### src/design/ple_pkg.sv
`timescale 1ns / 1ps
// ple_pkg: shared types and constants for the positional list engine.
// No dependencies.
package ple_pkg;

  localparam int CapacityDef = 8;

  localparam int CmdW     = 3;
  localparam int PosW     = 4;
  localparam int ValW     = 32;
  localparam int StatW    = 2;
  localparam int FidxW    = 3;
  localparam int CntOutW  = 4;

  localparam int InDataW  = 40;
  localparam int OutDataW = 16;

  typedef enum logic [CmdW-1:0] {
    CmdAppend     = 3'd0,
    CmdInsert     = 3'd1,
    CmdSearch     = 3'd2,
    CmdRemoveLast = 3'd3,
    CmdRemoveAt   = 3'd4
  } cmd_e;

  typedef enum logic [StatW-1:0] {
    StOk     = 2'd0,
    StFull   = 2'd1,
    StEmpty  = 2'd2,
    StBadPos = 2'd3
  } status_e;

endpackage

### src/design/ple_ram.sv
`timescale 1ns / 1ps
// ple_ram: entry store, one write port and one read port with registered data.
// Depends on nothing.
module ple_ram #(
  parameter int Depth = 8,
  parameter int Width = 32,
  parameter int AddrW = (Depth > 1) ? $clog2(Depth) : 1
) (
  input  logic             clk_i,
  input  logic             we_i,
  input  logic [AddrW-1:0] waddr_i,
  input  logic [Width-1:0] wdata_i,
  input  logic [AddrW-1:0] raddr_i,
  output logic [Width-1:0] rdata_o
);

  logic [Width-1:0] mem_q [Depth];
  logic [Width-1:0] rdata_q;

  always_ff @(posedge clk_i) begin
    if (we_i) begin
      mem_q[waddr_i] <= wdata_i;
    end
    rdata_q <= mem_q[raddr_i];
  end

  assign rdata_o = rdata_q;

endmodule

### src/design/positional_list_engine.sv
`timescale 1ns / 1ps
// positional_list_engine: ordered list of signed words with append, insert,
// search and remove, one request in flight. Uses ple_pkg and ple_ram.
// Each entry moved or compared takes a memory read state and then a write or compare
// state through the single index stepper; insert ends with a write of the new value.
// s_axis_tready is low until done.
// Reset empties the list; entry contents are not cleared.
module positional_list_engine
  import ple_pkg::*;
#(
  parameter int CAPACITY = CapacityDef
) (
  input  logic                clk_i,
  input  logic                rst_ni,
  input  logic                s_axis_tvalid,
  output logic                s_axis_tready,
  // [2:0] cmd, [6:3] position, [38:7] value, [39] zero
  input  logic [InDataW-1:0]  s_axis_tdata,
  output logic                m_axis_tvalid,
  input  logic                m_axis_tready,
  // [1:0] status, [2] found, [5:3] found_index, [9:6] count, [15:10] zero
  output logic [OutDataW-1:0] m_axis_tdata
);

  localparam int IdxW = (CAPACITY > 1) ? $clog2(CAPACITY) : 1;
  localparam int CntW = $clog2(CAPACITY + 1);
  localparam int CmpW = (CntW > PosW) ? CntW : PosW;

  typedef enum logic [3:0] {
    SIdle, SDecode, SShiftRd, SShiftWr, SInsWr,
    SSrchRd, SSrchCmp, SDnRd, SDnWr, SResult
  } state_e;

  state_e              state_q;
  cmd_e                cmd_q;
  logic [PosW-1:0]     pos_q;
  logic [ValW-1:0]     val_q;
  logic [CntW-1:0]     occ_q;
  logic [CntW-1:0]     idx_q;
  logic [CntW-1:0]     lim_q;
  status_e             res_status_q;
  logic                res_found_q;
  logic [FidxW-1:0]    res_fidx_q;
  logic                m_valid_q;
  logic [OutDataW-1:0] m_data_q;

  logic [CmpW-1:0] occ_c, pos_c, idx_c, occ_dec_c;
  logic [CntW-1:0] occ_inc, occ_dec, idx_nb;
  logic            full, empty, dir_dn;

  logic            ram_we;
  logic [IdxW-1:0] ram_waddr, ram_raddr;
  logic [ValW-1:0] ram_wdata, ram_rdata;

  assign occ_inc   = occ_q + 1'b1;
  assign occ_dec   = occ_q - 1'b1;
  assign occ_c     = CmpW'(occ_q);
  assign occ_dec_c = CmpW'(occ_dec);
  assign pos_c     = CmpW'(pos_q);
  assign idx_c     = CmpW'(idx_q);
  assign full      = (occ_q == CntW'(CAPACITY));
  assign empty     = (occ_q == '0);

  // shared index stepper
  assign dir_dn = (state_q == SShiftRd) || (state_q == SShiftWr);
  assign idx_nb = dir_dn ? (idx_q - 1'b1) : (idx_q + 1'b1);

  always_comb begin
    ram_we    = 1'b0;
    ram_waddr = idx_q[IdxW-1:0];
    ram_wdata = ram_rdata;
    ram_raddr = idx_nb[IdxW-1:0];
    case (state_q)
      SDecode: begin
        ram_waddr = occ_q[IdxW-1:0];
        ram_wdata = val_q;
        if (!full && ((cmd_q == CmdAppend) || ((cmd_q == CmdInsert) && (pos_c == occ_c)))) begin
          ram_we = 1'b1;
        end
      end
      SShiftWr, SDnWr: begin
        ram_we = 1'b1;
      end
      SInsWr: begin
        ram_we    = 1'b1;
        ram_wdata = val_q;
      end
      SSrchRd: begin
        ram_raddr = idx_q[IdxW-1:0];
      end
      default: begin
      end
    endcase
  end

  ple_ram #(
    .Depth(CAPACITY),
    .Width(ValW),
    .AddrW(IdxW)
  ) u_ram (
    .clk_i  (clk_i),
    .we_i   (ram_we),
    .waddr_i(ram_waddr),
    .wdata_i(ram_wdata),
    .raddr_i(ram_raddr),
    .rdata_o(ram_rdata)
  );

  always_ff @(posedge clk_i or negedge rst_ni) begin
    if (!rst_ni) begin
      state_q   <= SIdle;
      occ_q     <= '0;
      m_valid_q <= 1'b0;
    end else begin
      if (m_valid_q && m_axis_tready && (state_q != SResult)) begin
        m_valid_q <= 1'b0;
      end
      case (state_q)
        SIdle: begin
          if (s_axis_tvalid) begin
            cmd_q        <= cmd_e'(s_axis_tdata[CmdW-1:0]);
            pos_q        <= s_axis_tdata[CmdW +: PosW];
            val_q        <= s_axis_tdata[CmdW+PosW +: ValW];
            res_status_q <= StOk;
            res_found_q  <= 1'b0;
            res_fidx_q   <= '0;
            state_q      <= SDecode;
          end
        end
        SDecode: begin
          case (cmd_q)
            CmdAppend: begin
              state_q <= SResult;
              if (full) begin
                res_status_q <= StFull;
              end else begin
                occ_q <= occ_inc;
              end
            end
            CmdInsert: begin
              if (full) begin
                res_status_q <= StFull;
                state_q      <= SResult;
              end else if (pos_c > occ_c) begin
                res_status_q <= StBadPos;
                state_q      <= SResult;
              end else if (pos_c == occ_c) begin
                occ_q   <= occ_inc;
                state_q <= SResult;
              end else begin
                idx_q   <= occ_q;
                lim_q   <= pos_c[CntW-1:0];
                state_q <= SShiftRd;
              end
            end
            CmdSearch: begin
              if (!empty) begin
                idx_q   <= '0;
                lim_q   <= occ_q;
                state_q <= SSrchRd;
              end else begin
                state_q <= SResult;
              end
            end
            CmdRemoveLast: begin
              state_q <= SResult;
              if (empty) begin
                res_status_q <= StEmpty;
              end else begin
                occ_q <= occ_dec;
              end
            end
            CmdRemoveAt: begin
              if (empty) begin
                res_status_q <= StEmpty;
                state_q      <= SResult;
              end else if (pos_c >= occ_c) begin
                res_status_q <= StBadPos;
                state_q      <= SResult;
              end else if (pos_c == occ_dec_c) begin
                occ_q   <= occ_dec;
                state_q <= SResult;
              end else begin
                idx_q   <= pos_c[CntW-1:0];
                lim_q   <= occ_dec;
                state_q <= SDnRd;
              end
            end
            default: begin
              res_status_q <= StBadPos;
              state_q      <= SResult;
            end
          endcase
        end
        SShiftRd: begin
          state_q <= SShiftWr;
        end
        SShiftWr: begin
          idx_q   <= idx_nb;
          state_q <= (idx_nb == lim_q) ? SInsWr : SShiftRd;
        end
        SInsWr: begin
          occ_q   <= occ_inc;
          state_q <= SResult;
        end
        SSrchRd: begin
          state_q <= SSrchCmp;
        end
        SSrchCmp: begin
          if (ram_rdata == val_q) begin
            res_found_q <= 1'b1;
            res_fidx_q  <= idx_c[FidxW-1:0];
            state_q     <= SResult;
          end else if (idx_nb == lim_q) begin
            state_q <= SResult;
          end else begin
            idx_q   <= idx_nb;
            state_q <= SSrchRd;
          end
        end
        SDnRd: begin
          state_q <= SDnWr;
        end
        SDnWr: begin
          idx_q <= idx_nb;
          if (idx_nb == lim_q) begin
            occ_q   <= occ_dec;
            state_q <= SResult;
          end else begin
            state_q <= SDnRd;
          end
        end
        SResult: begin
          if (!m_valid_q || m_axis_tready) begin
            m_valid_q <= 1'b1;
            m_data_q  <= {(OutDataW - CntOutW - FidxW - 1 - StatW)'(0),
                          occ_c[CntOutW-1:0], res_fidx_q, res_found_q, res_status_q};
            state_q   <= SIdle;
          end
        end
        default: begin
          state_q <= SIdle;
        end
      endcase
    end
  end

  assign s_axis_tready = (state_q == SIdle);
  assign m_axis_tvalid = m_valid_q;
  assign m_axis_tdata  = m_data_q;

endmodule

### config.mk
export PLATFORM = sky130hd
export DESIGN_NAME = positional_list_engine
export DESIGN_NICKNAME = d
export VERILOG_FILES = /design/src/design/ple_pkg.sv /design/src/design/ple_ram.sv /design/src/design/positional_list_engine.sv
export SDC_FILE = /design/constraint.sdc
export NUM_CORES = 1
export LEC_CHECK = 0
export BUFFER_PORTS_ARGS = -buffer_cell sky130_fd_sc_hd__clkbuf_2
export CAP_MARGIN = 20
export CORE_MARGIN = 2
export CORE_UTILIZATION = 55
export CTS_CLUSTER_DIAMETER = 200
export CTS_CLUSTER_SIZE = 12
export DETAILED_ROUTE_END_ITERATION = 10
export PLACE_DENSITY = 0.71
export SKIP_CTS_REPAIR_TIMING = 1
export SLEW_MARGIN = 25
export SYNTH_ARGS = -nofsm -noshare
export SYNTH_HDL_FRONTEND = slang
export SYNTH_HIERARCHICAL = 1
export SYNTH_SLANG_ARGS = --single-unit
### constraint.sdc
create_clock -name clk_i -period 8.8 [get_ports clk_i]
set_clock_uncertainty 0.2 [all_clocks]
set_input_delay 0.88 -clock clk_i [delete_from_list [all_inputs] [get_ports clk_i]]
set_output_delay 0.88 -clock clk_i [all_outputs]
set_load 0.005 [all_outputs]
==> key figures, run 1 <==
Timing
  • Worst-Margin Slew: 997 ps
  • Count of pins over their slew limit: 0
  • Final period util: 45.6%
  • Setup Viol. Count Final: 0
  • RSZ-0062 raised after global routing: false
  • Final hold violations: 0
  • Slew headroom: 33.4%
  • Final TNS setup: 0 ps
  • Final min period: 4010 ps
  • Max Clk Rate: 0.249 GHz

Clock network
  • Worst-skew pair later-pin latency: 510 ps
  • Root Driver: clkbuf_16
  • CTS Buf Count: 35
  • Clock Path Buffers: 3
  • Clk sink count: 360
  • CTS tree: built
  • CTS clk-pin slew, worst paths: 60 ps
  • H-tree depth: 2

Yosys
  • Syn Inst Count: 793
  • Post-synth EDFFs: 319
  • Synth warnings: 6
  • Seq/Total Area, Yosys: 70.8%
  • Syn avg cell area: 18.6 um2
  • Yosys reg bits: 360
  • Fraction of registers with async set/reset: 2.50%
  • Synth cell types: 63
  • Ys flop type: edfxtp_1
  • Post-synthesis cell area: 14800 um2

GRT
  • Vias in the first global route: 7649
  • Initial antenna violation count: 0
  • All-Layer GR Usage: 21.6%
  • Largest net degree at the start of global routing: 41
  • First-pass GRT wire length: 45400 um
  • Total congestion overflow: 0

Final layout
  • Commonest cells after routing, fill and taps aside: edfxtp_1 (319), mux2_2 (66), clkbuf_2 (54)
  • Post-route design area: 16500 um2
  • Number of nets in the layout: 920
  • Antenna cells: 0
  • Share of layout cells above drive strength 1: 25.1%
  • Finished Layout Cells: 1225
  • Commonest non-fill, non-tap cell in the layout: edfxtp_1
  • P&R area growth vs syn: 11.7%

Place
  • Routability Congestion: 0.833
  • Number of buffers added on ports: 54
  • Placed cell count: 1164
  • Post-DP HPWL: 17800 um
  • Placed Area: 15400 um2

Floorplanning
  • Core area: 26200 um2
  • Die height: 168 um
  • # rows: 59
  • Initial core utilization: 56.3%
  • Die X: 168 um
  • Die area: 28100 um2
  • Top Ports: 62

Setup path
  • Critical path capture point type: flip-flop
  • Crit path max fanout: 34
  • Worst Setup Start Kind: flip-flop
  • CP Class: reg -> reg
  • Worst endpoint required time: 9000 ps
  • Crit path DAT: 4210 ps

Power
  • Max VDD drop: 236 uV
  • Leak: 5.67 nW
  • Power Dens Cells: 371 nW/um2

Worst hold path
  • Hold Crit Class: in -> async

Drt
  • Violation count after the first detailed-route iteration: 731
  • Drt wl/cell: 24.2 um
  • DRT Wirelength: 29700 um
  • Vias/cell: 6.05
  • DRT Pass-1 Iters: 5
  • DR vias: 7412
  • Final ANT Viol Nets: 0
  • DRC viols: 0

Outcome
  • Status: finished clean

Job
  • Total of max-cap violations: 0
## worst paths after layout
check	from	to	slack (ps)	cells after the start
setup / recovery	state_q[1]$_DFFE_PN0P_	u_ram/rdata_o[4]$_DFF_P_	4790	9
hold / removal	rst_ni	state_q[1]$_DFFE_PN0P_	60	1
setup reg to reg	state_q[1]$_DFFE_PN0P_	u_ram/rdata_o[4]$_DFF_P_	4790	9
hold reg to reg	res_found_q$_DFFE_PP_	m_axis_tdata[2]$_DFFE_PP_	220	0
max in group asynchronous	rst_ni	state_q[2]$_DFFE_PN0P_	8090	1
min in group clk_i	res_found_q$_DFFE_PP_	m_axis_tdata[2]$_DFFE_PP_	220	0
## state kept, by name, summed over array words and instances (netlist names)
register	cells
cmd_q	3
idx_c	4
lim_q	4
m_axis_tdata	10
m_axis_tvalid	1
occ_c	4
pos_c	4
res_fidx_q	3
res_found_q	1
res_status_q	2
state_q	4
u_ram/mem_q	256
u_ram/rdata_o	32
val_q	32
## synthesized netlist by cell type (all sizes together) (3+ instances only)
| master | count | area (um2) |
|---|---|---|
| nor3 | 10 | 55.1 |
| nor3b | 3 | 33.8 |
| xor2 | 36 | 315 |
| a21oi | 15 | 78.8 |
| and3 | 4 | 25.0 |
| nand3 | 7 | 35.0 |
| mux2i | 4 | 40.0 |
| o21ai | 18 | 93.8 |
| buf | 34 | 223 |
| nand4 | 4 | 25.0 |
| mux4 | 64 | 1590 |
| nor2 | 31 | 116 |
| nor4 | 9 | 56.3 |
| xnor2 | 13 | 114 |
| edfxtp | 319 | 9580 |
| a22oi | 6 | 50.1 |
| mux2 | 67 | 754 |
| o211ai | 4 | 30.0 |
| clkbuf | 5 | 18.8 |
| dfrtp | 9 | 225 |
| a31oi | 3 | 25.0 |
| dfxtp | 32 | 641 |
| nor2b | 4 | 25.0 |
| inv | 14 | 52.6 |
| ha | 8 | 100 |
| nand2 | 30 | 113 |
| nand2b | 11 | 68.8 |
## through the flow
stage | power [mW] | hold WS (ps) | utilization [%] | setup slack (ps)
final | 6.11 | 57.4 | 62.9 | 4790
after floorplan | 4.19 | 200 | - | 4240
after global routing | 6.42 | 60.0 | 62.9 | 4590
after detailed placement | 4.76 | 209 | 58.9 | 4570
after global placement | 4.64 | 212 | 58.9 | 4670
after CTS | 6.15 | 48.8 | 62.8 | 4560
## cells by family after synthesis
family,Yosys count,share of synthesized area [%]
flip-flops,360,70.8
multiplexers,135,16.2
AND/OR/NAND/NOR,120,4.09
AO/OA/AOI/OAI,65,3.03
buffers and inverters,53,1.99
XOR/XNOR,50,3.06
adder cells (fa/ha/maj),9,0.814
other,1,0.0254
## critical path: stages (launching register included)
cell and delay, ps:
dfrtp_1 640, nor3b_4 380, inv_1 120, fa_1 400, xor2_1 230, o21ai_4 520
buf_8 250, buf_4 440, mux4_1 400, mux2_2 280
## cell type report
class	count	area, um2
well taps	335	419
inverters	14	52.6
flip-flops and latches	360	10400
clock buffers	59	1010
multi-input cells	385	4130
repair buffers	71	405
clock inverters	1	20.0
fillers	1786	9720
## power by group
group	total, mW	internal [mW]	switching [mW]
Clock	1.38	0.782	0.595
Sequential	2.66	2.49	0.172
Combinational	2.08	0.918	1.16
Total	6.11	4.19	1.92
## metal layers
layer | part of all wire [%] | GRT usage (%)
met5 | 0 | 0
met1 | 43 | 29.4
met2 | 50 | 36.6
met4 | 2.0 | 5.67
met3 | 5.2 | 3.57
No activity file was read; power rests on OpenSTA's default activity.
==> run 2: changes to the inputs <==
- ABC_AREA: default -> 1
- clock period: 8.8 -> 4.04 ns (I/O delays scaled with it)
==> run 2 against run 1 <==
  * Worst setup slack lost 4100 ps
  * Sequential cell count is the same
  * Final cell count grew 74%
  * Critical endpoint is now u_ram/mem_q[6][20]$_DFFE_PP_
  * First-iteration DRC count grew 2.5%
  * Routed wire length grew 13%
  * Fmax grew 19%
  * Sequential share of layout area shrank 7.0 points
  * Design area grew 13%
  * Hold slack lost 40 ps
  * Sequential power grew 120%
==> key figures, run 2 <==
Outcome
  • Status: finished clean

Setup path
  • R2R setup slack: 680 ps (-4110 ps)
  • R2R depth: 9 (unchanged)
  • Critical path capture point type: flip-flop
  • Worst endpoint required time: 4050 ps (-4950 ps)
  • Crit path DAT: 3370 ps (-840 ps)
  • Worst Setup Start Kind: flip-flop
  • Crit path max fanout: 11 (-68%)
  • CP Class: reg -> reg

Yosys
  • Top-count cell post-synth: nand2_1
  • Synth cell types: 42 (-33%)
  • Fraction of registers with async set/reset: 2.50% (unchanged)
  • Yosys reg bits: 360 (unchanged)
  • Ys flop type: edfxtp_1
  • Cell taking the most area after synthesis: edfxtp_1
  • Syn Inst Count: 1621 (+100%)
  • Synth warnings: 6 (unchanged)
  • Area contributors post-synth: edfxtp_1 (58%), nand2_1 (12%), inv_1 (6.8%)
  • Synth top area share: 58.3% (-6.7 points)
  • Post-synthesis cell area: 16400 um2 (+11%)
  • Top cells by count, synth: nand2_1 (514), edfxtp_1 (319), inv_1 (299), nand3_1 (158), nor2_1 (49)
  • Post-synth EDFFs: 319 (unchanged)
  • Seq/Total Area, Yosys: 63.5% (-7.3 points)
  • Syn avg cell area: 10.1 um2 (-45%)

Final layout
  • Share of layout cells above drive strength 1: 11.7% (-13 points)
  • Commonest non-fill, non-tap cell in the layout: nand2_1
  • Finished Layout Cells: 2128 (+74%)
  • Largest Register: u_ram/mem_q
  • FF+latch area: 10400 um2 (unchanged)
  • Largest register FFs: 256 (unchanged)
  • Number of nets in the layout: 1772 (+93%)
  • Antenna cells: 0 (unchanged)
  • P&R area growth vs syn: 12.8%
  • Filler Cell Count: 2268 (+27%)
  • Commonest cells after routing, fill and taps aside: nand2_1 (514), edfxtp_1 (319), inv_1 (299)
  • Multi-input gate area: 4540 um2 (+9.8%)

Floorplanning
  • Die area: 31300 um2 (+11%)
  • Die X: 177 um (+5.4%)
  • Initial core utilization: 55.6% (-0.67 points)
  • Core area: 29600 um2 (+13%)
  • Top Ports: 62 (unchanged)
  • # rows: 63 (+6.8%)
  • Die height: 177 um (+5.4%)

Worst hold path
  • Hold Crit Class: in -> reg
  • Hold depth: 3

Clock network
  • CTS Buf Count: 35 (unchanged)
  • CTS tree: built
  • Worst-skew pair later-pin latency: 510 ps (about the same)
  • H-tree depth: 2 (unchanged)
  • Root Driver: clkbuf_16
  • CTS clk-pin slew, worst paths: 60 ps (about the same)
  • Clk sink count: 360 (unchanged)
  • Clock Path Buffers: 3 (unchanged)

Power
  • Power Dens Cells: 826 nW/um2 (+120%)
  • Leak: 8.23 nW (+45%)
  • Max VDD drop: 902 uV (+280%)
  • Tot Pwr: 15.3 mW (+150%)

GRT
  • Met3 Use GR: 3.18% (-0.39 points)
  • Vias in the first global route: 10200 (+34%)
  • Initial antenna violation count: 0 (unchanged)
  • Busiest layer in global routing: met2
  • Met1 Resource Use GR: 29.1% (-0.30 points)
  • All-Layer GR Usage: 21.9% (+0.37 points)
  • First-pass GRT wire length: 52900 um (+17%)
  • Met2 usage: 37.1% (+0.46 points)
  • Total congestion overflow: 0 (unchanged)
  • Largest net degree at the start of global routing: 129 (+210%)

Timing
  • Final TNS setup: 0 ps (unchanged)
  • Final period util: 83.1% (+38 points)
  • Final min period: 3360 ps (-651 ps)
  • RSZ-0062 raised after global routing: false
  • Slew headroom: 45.5% (+12 points)
  • Setup Viol. Count Final: 0 (unchanged)
  • Count of pins over their slew limit: 0 (unchanged)
  • Final hold violations: 0 (unchanged)
  • Setup ws final: 681 ps (-4110 ps)
  • Max Clk Rate: 0.298 GHz (+19%)
  • Worst-Margin Slew: 815 ps (-182 ps)

Place
  • Place WS: 765 ps (-3810 ps)
  • Post-DP HPWL: 19100 um (+7.1%)
  • Placed cell count: 2031 (+74%)
  • Number of buffers added on ports: 54 (unchanged)
  • Routability Congestion: 0.894 (+7.4%)

Drt
  • DRT Pass-1 Iters: 6 (+1)
  • Final ANT Viol Nets: 0 (unchanged)
  • Violation count after the first detailed-route iteration: 749 (+2.5%)
  • DR vias: 10800 (+46%)
  • Vias/cell: 5.07 (-16%)
  • Drt wl/cell: 15.8 um (-35%)
  • DRC viols: 0 (unchanged)
  • DRT Wirelength: 33500 um (+13%)

Job
  • Total of max-cap violations: 0 (unchanged)
run 2: changes by cell type after synthesis, moves of 24 or more:
cell	before	now
nand2_1	30	514
nand3_1	7	158
xor2_1	36	5
mux2_4	0	24
mux2_2	66	5
inv_1	14	299
mux4_2	24	0
mux4_1	40	0
run 2: final cells by class:
type,instances,share of cell area [%]
flip-flops and latches,360,56.3
inverters,314,6.38
clock buffers,56,5.38
repair buffers,115,4.82
well taps,390,2.63
multi-input cells,893,24.5
run 2: metrics by stage:
step / hold slack [ps] / utilization, % / area, um2
after detailed placement: 114 / 58.0 / 17100
after floorplan: -91.6 / - / 16500
after global placement: 115 / 58.0 / 17100
final: 17.7 / 62.7 / 18500
after CTS: -431 / 61.4 / 18100
after global routing: 34.4 / 62.7 / 18500
run 2: report_power, final:
group	switching (mW)	internal (mW)
Clock	1.28	1.68
Combinational	4.47	2.13
Sequential	0.312	5.44
run 2: final timing paths:
| path | startpoint | end |
|---|---|---|
| setup / recovery | occ_c[3]$_DFFE_PN0P_ | u_ram/mem_q[6][20]$_DFFE_PP_ |
| hold / removal | s_axis_tvalid | state_q[0]$_DFFE_PN0P_ |
| setup reg to reg | occ_c[3]$_DFFE_PN0P_ | u_ram/mem_q[6][20]$_DFFE_PP_ |
| hold reg to reg | res_status_q[0]$_SDFFCE_PN0P_ | m_axis_tdata[0]$_DFFE_PP_ |
| max in group asynchronous | rst_ni | occ_c[0]$_DFFE_PN0P_ |
| min in group asynchronous | rst_ni | m_axis_tvalid$_DFF_PN0_ |
run 2: cell families (layout without fill, tap and decap cells):
logic type / count (synthesis) / after routing / synth area share, %
other cells: 1 / 6 / 0.0228
compound gates: 46 / 46 / 1.64
fa+ha+maj: 9 / 9 / 0.731
mux: 29 / 29 / 2.53
simple gates: 768 / 768 / 20.0
buf+inv: 373 / 485 / 9.64
xor+xnor: 35 / 35 / 1.86
flops: 360 / 360 / 63.5
run 2: critical path, stage by stage (launching register included):
cell and delay, ps:
dfrtp_1 490, inv_2 130, ha_1 320, nand2_1 70, nor2_1 250, a21oi_1 120, o31ai_1 370, nand2_1 320
nor2_4 480, buf_4 290
run 2: metal layers:
layer | vias to the layer above | share of wire (%)
met4 | 0 | 2.8
li1 | 5334 | -
met2 | 312 | 48
met3 | 68 | 5.4
met5 | - | 0
met1 | 5071 | 44
==> run 3: changes to the inputs <==
- PLACE_DENSITY: 0.71 -> 0.74
- clock period: 4.04 -> 3.07 ns (I/O delays scaled with it)
==> run 3 against run 2 <==
  * Register-to-register slack got worse by 570 ps
  * Die area did not move
  * Critical path depth stayed put
  * Via count up 2.0%
  * Sequential share of layout area decreased by 0.90 points
  * Core utilization is 1.0 points higher
  * Largest cell class unchanged
  * Routed wire length rose by 4.6%
  * First-iteration DRC count up 31%
  * Critical endpoint is now u_ram/mem_q[7][5]$_DFFE_PP_
  * Hold slack better by 61 ps
  * Clock power grew 30%
==> key figures, run 3 (synthesis results as in run 2) <==
Outcome
  • Status: finished clean

Setup path
  • Critical path capture point type: flip-flop
  • CP Class: reg -> reg
  • Worst endpoint required time: 3050 ps (-1000 ps)
  • Crit path max fanout: 32 (+21)
  • Worst Setup Start Kind: flip-flop
  • Crit path DAT: 2940 ps (-430 ps)

Floorplanning
  • Top Ports: 62 (unchanged)
  • Die area: 31300 um2 (unchanged)
  • # rows: 63 (unchanged)
  • Initial core utilization: 55.6% (unchanged)
  • Die height: 177 um (unchanged)
  • Core area: 29600 um2 (unchanged)
  • Die X: 177 um (unchanged)

Clock network
  • CTS Buf Count: 35 (unchanged)
  • CTS tree: built
  • CTS clk-pin slew, worst paths: 60 ps (about the same)
  • H-tree depth: 2 (unchanged)
  • Worst-skew pair later-pin latency: 520 ps (about the same)
  • Clk sink count: 360 (unchanged)
  • Root Driver: clkbuf_16
  • Clock Path Buffers: 3 (unchanged)

Place
  • Placed cell count: 2051 (+0.98%)
  • Placed Area: 17400 um2 (+1.8%)
  • Routability Congestion: 0.915 (+2.3%)
  • Post-DP HPWL: 20200 um (+5.6%)
  • Number of buffers added on ports: 54 (unchanged)

Drt
  • DRT Pass-1 Iters: 7 (+1)
  • DRT Wirelength: 35100 um (+4.6%)
  • Violation count after the first detailed-route iteration: 981 (+31%)
  • DRC viols: 0 (unchanged)
  • Vias/cell: 5.11 (+0.88%)
  • Drt wl/cell: 16.3 um (+3.5%)
  • Final ANT Viol Nets: 0 (unchanged)
  • DR vias: 11000 (+2.0%)

GRT
  • Largest net degree at the start of global routing: 129 (unchanged)
  • All-Layer GR Usage: 22.8% (+0.90 points)
  • Vias in the first global route: 10700 (+4.7%)
  • Total congestion overflow: 0 (unchanged)
  • First-pass GRT wire length: 55000 um (+3.9%)
  • Initial antenna violation count: 0 (unchanged)

Final layout
  • Largest Register: u_ram/mem_q
  • Commonest non-fill, non-tap cell in the layout: nand2_1
  • Largest register FFs: 256 (unchanged)
  • P&R area growth vs syn: 14.6%
  • Share of layout cells above drive strength 1: 12.7% (+0.98 points)
  • Commonest cells after routing, fill and taps aside: nand2_1 (514), edfxtp_1 (319), inv_1 (299)
  • FF+latch area: 10400 um2 (unchanged)
  • Antenna cells: 0 (unchanged)
  • Util after Layout: 63.8% (+1.0 points)
  • Filler Cell Count: 2241 (-1.2%)
  • Finished Layout Cells: 2151 (+1.1%)
  • Post-route design area: 18800 um2 (+1.6%)
  • Multi-input gate area: 4540 um2 (unchanged)
  • Number of nets in the layout: 1793 (+1.2%)

Timing
  • RSZ-0062 raised after global routing: true
  • Final period util: 96.4% (+13 points)
  • Final TNS setup: 0 ps (unchanged)
  • Count of pins over their slew limit: 0 (unchanged)
  • Final hold violations: 0 (unchanged)
  • Final min period: 2960 ps (-399 ps)
  • Max Clk Rate: 0.338 GHz (+13%)
  • Setup Viol. Count Final: 0 (unchanged)
  • Worst-Margin Slew: 741 ps (-74.1 ps)
  • Slew headroom: 50.2% (+4.8 points)

Power
  • Leak: 8.37 nW (+1.6%)
  • Max VDD drop: 868 uV (-3.7%)
  • Tot Pwr: 20.6 mW (+34%)
  • Power Dens Cells: 1090 nW/um2 (+32%)

Worst hold path
  • Hold Crit Class: in -> async

Job
  • Total of max-cap violations: 0 (unchanged)
run 3: area by class of cell:
type,instances,share of cell area (%)
inverter,314,6.28
tap,390,2.59
sequential,360,55.4
clock buffer,56,5.07
multi-input combinational,893,24.1
timing repair buffer,136,6.39
clock inverter,2,0.173
run 3: layer usage:
layer / vias up / share of wire [%] / GRT usage [%]
met4: 0 / 3.3 / 8.95
met2: 346 / 50 / 39.8
met5: - / 0 / 0
li1: 5372 / - / -
met1: 5200 / 41 / 29.1
met3: 80 / 5.7 / 2.94
run 3: final timing paths:
kind / start / to / slack (ps) / depth (start not counted)
worst min-delay path: rst_ni / state_q[0]$_DFFE_PN0P_ / 80 / 3
worst max register to register: occ_c[1]$_DFFE_PN0P_ / u_ram/mem_q[7][5]$_DFFE_PP_ / 110 / 9
worst min register to register: res_status_q[0]$_SDFFCE_PN0P_ / m_axis_tdata[0]$_DFFE_PP_ / 220 / 0
max in group asynchronous: rst_ni / occ_c[0]$_DFFE_PN0P_ / 2430 / 3
worst max-delay path: occ_c[1]$_DFFE_PN0P_ / u_ram/mem_q[7][5]$_DFFE_PP_ / 110 / 9
min in group clk_i: res_status_q[0]$_SDFFCE_PN0P_ / m_axis_tdata[0]$_DFFE_PP_ / 220 / 0
run 3: critical path: stages (launching register included):
cell and delay, ps:
dfrtp_1 440, inv_1 150, ha_1 320, nand2_1 60
nor2_1 160, a21oi_1 100, o31ai_1 370, nand2_1 340
nor2_4 200, buf_12 280
run 3: where the power goes:
part	switching (mW)	internal (mW)	leakage (nW)
combinational	6.11	3.09	4.62
sequential	0.393	7.16	3.28
clock	1.71	2.13	0.470
total	8.22	12.4	8.37
run 3: per-stage QoR:
step | hold WS (ps) | setup WS [ps]
2_1_floorplan | -189 | -440
3_3_place_gp | 60.0 | 155
3_5_place_dp | 63.9 | 124
4_1_cts | -483 | 99.5
5_1_grt | 94.0 | -58.8
6_report | 78.9 | 110
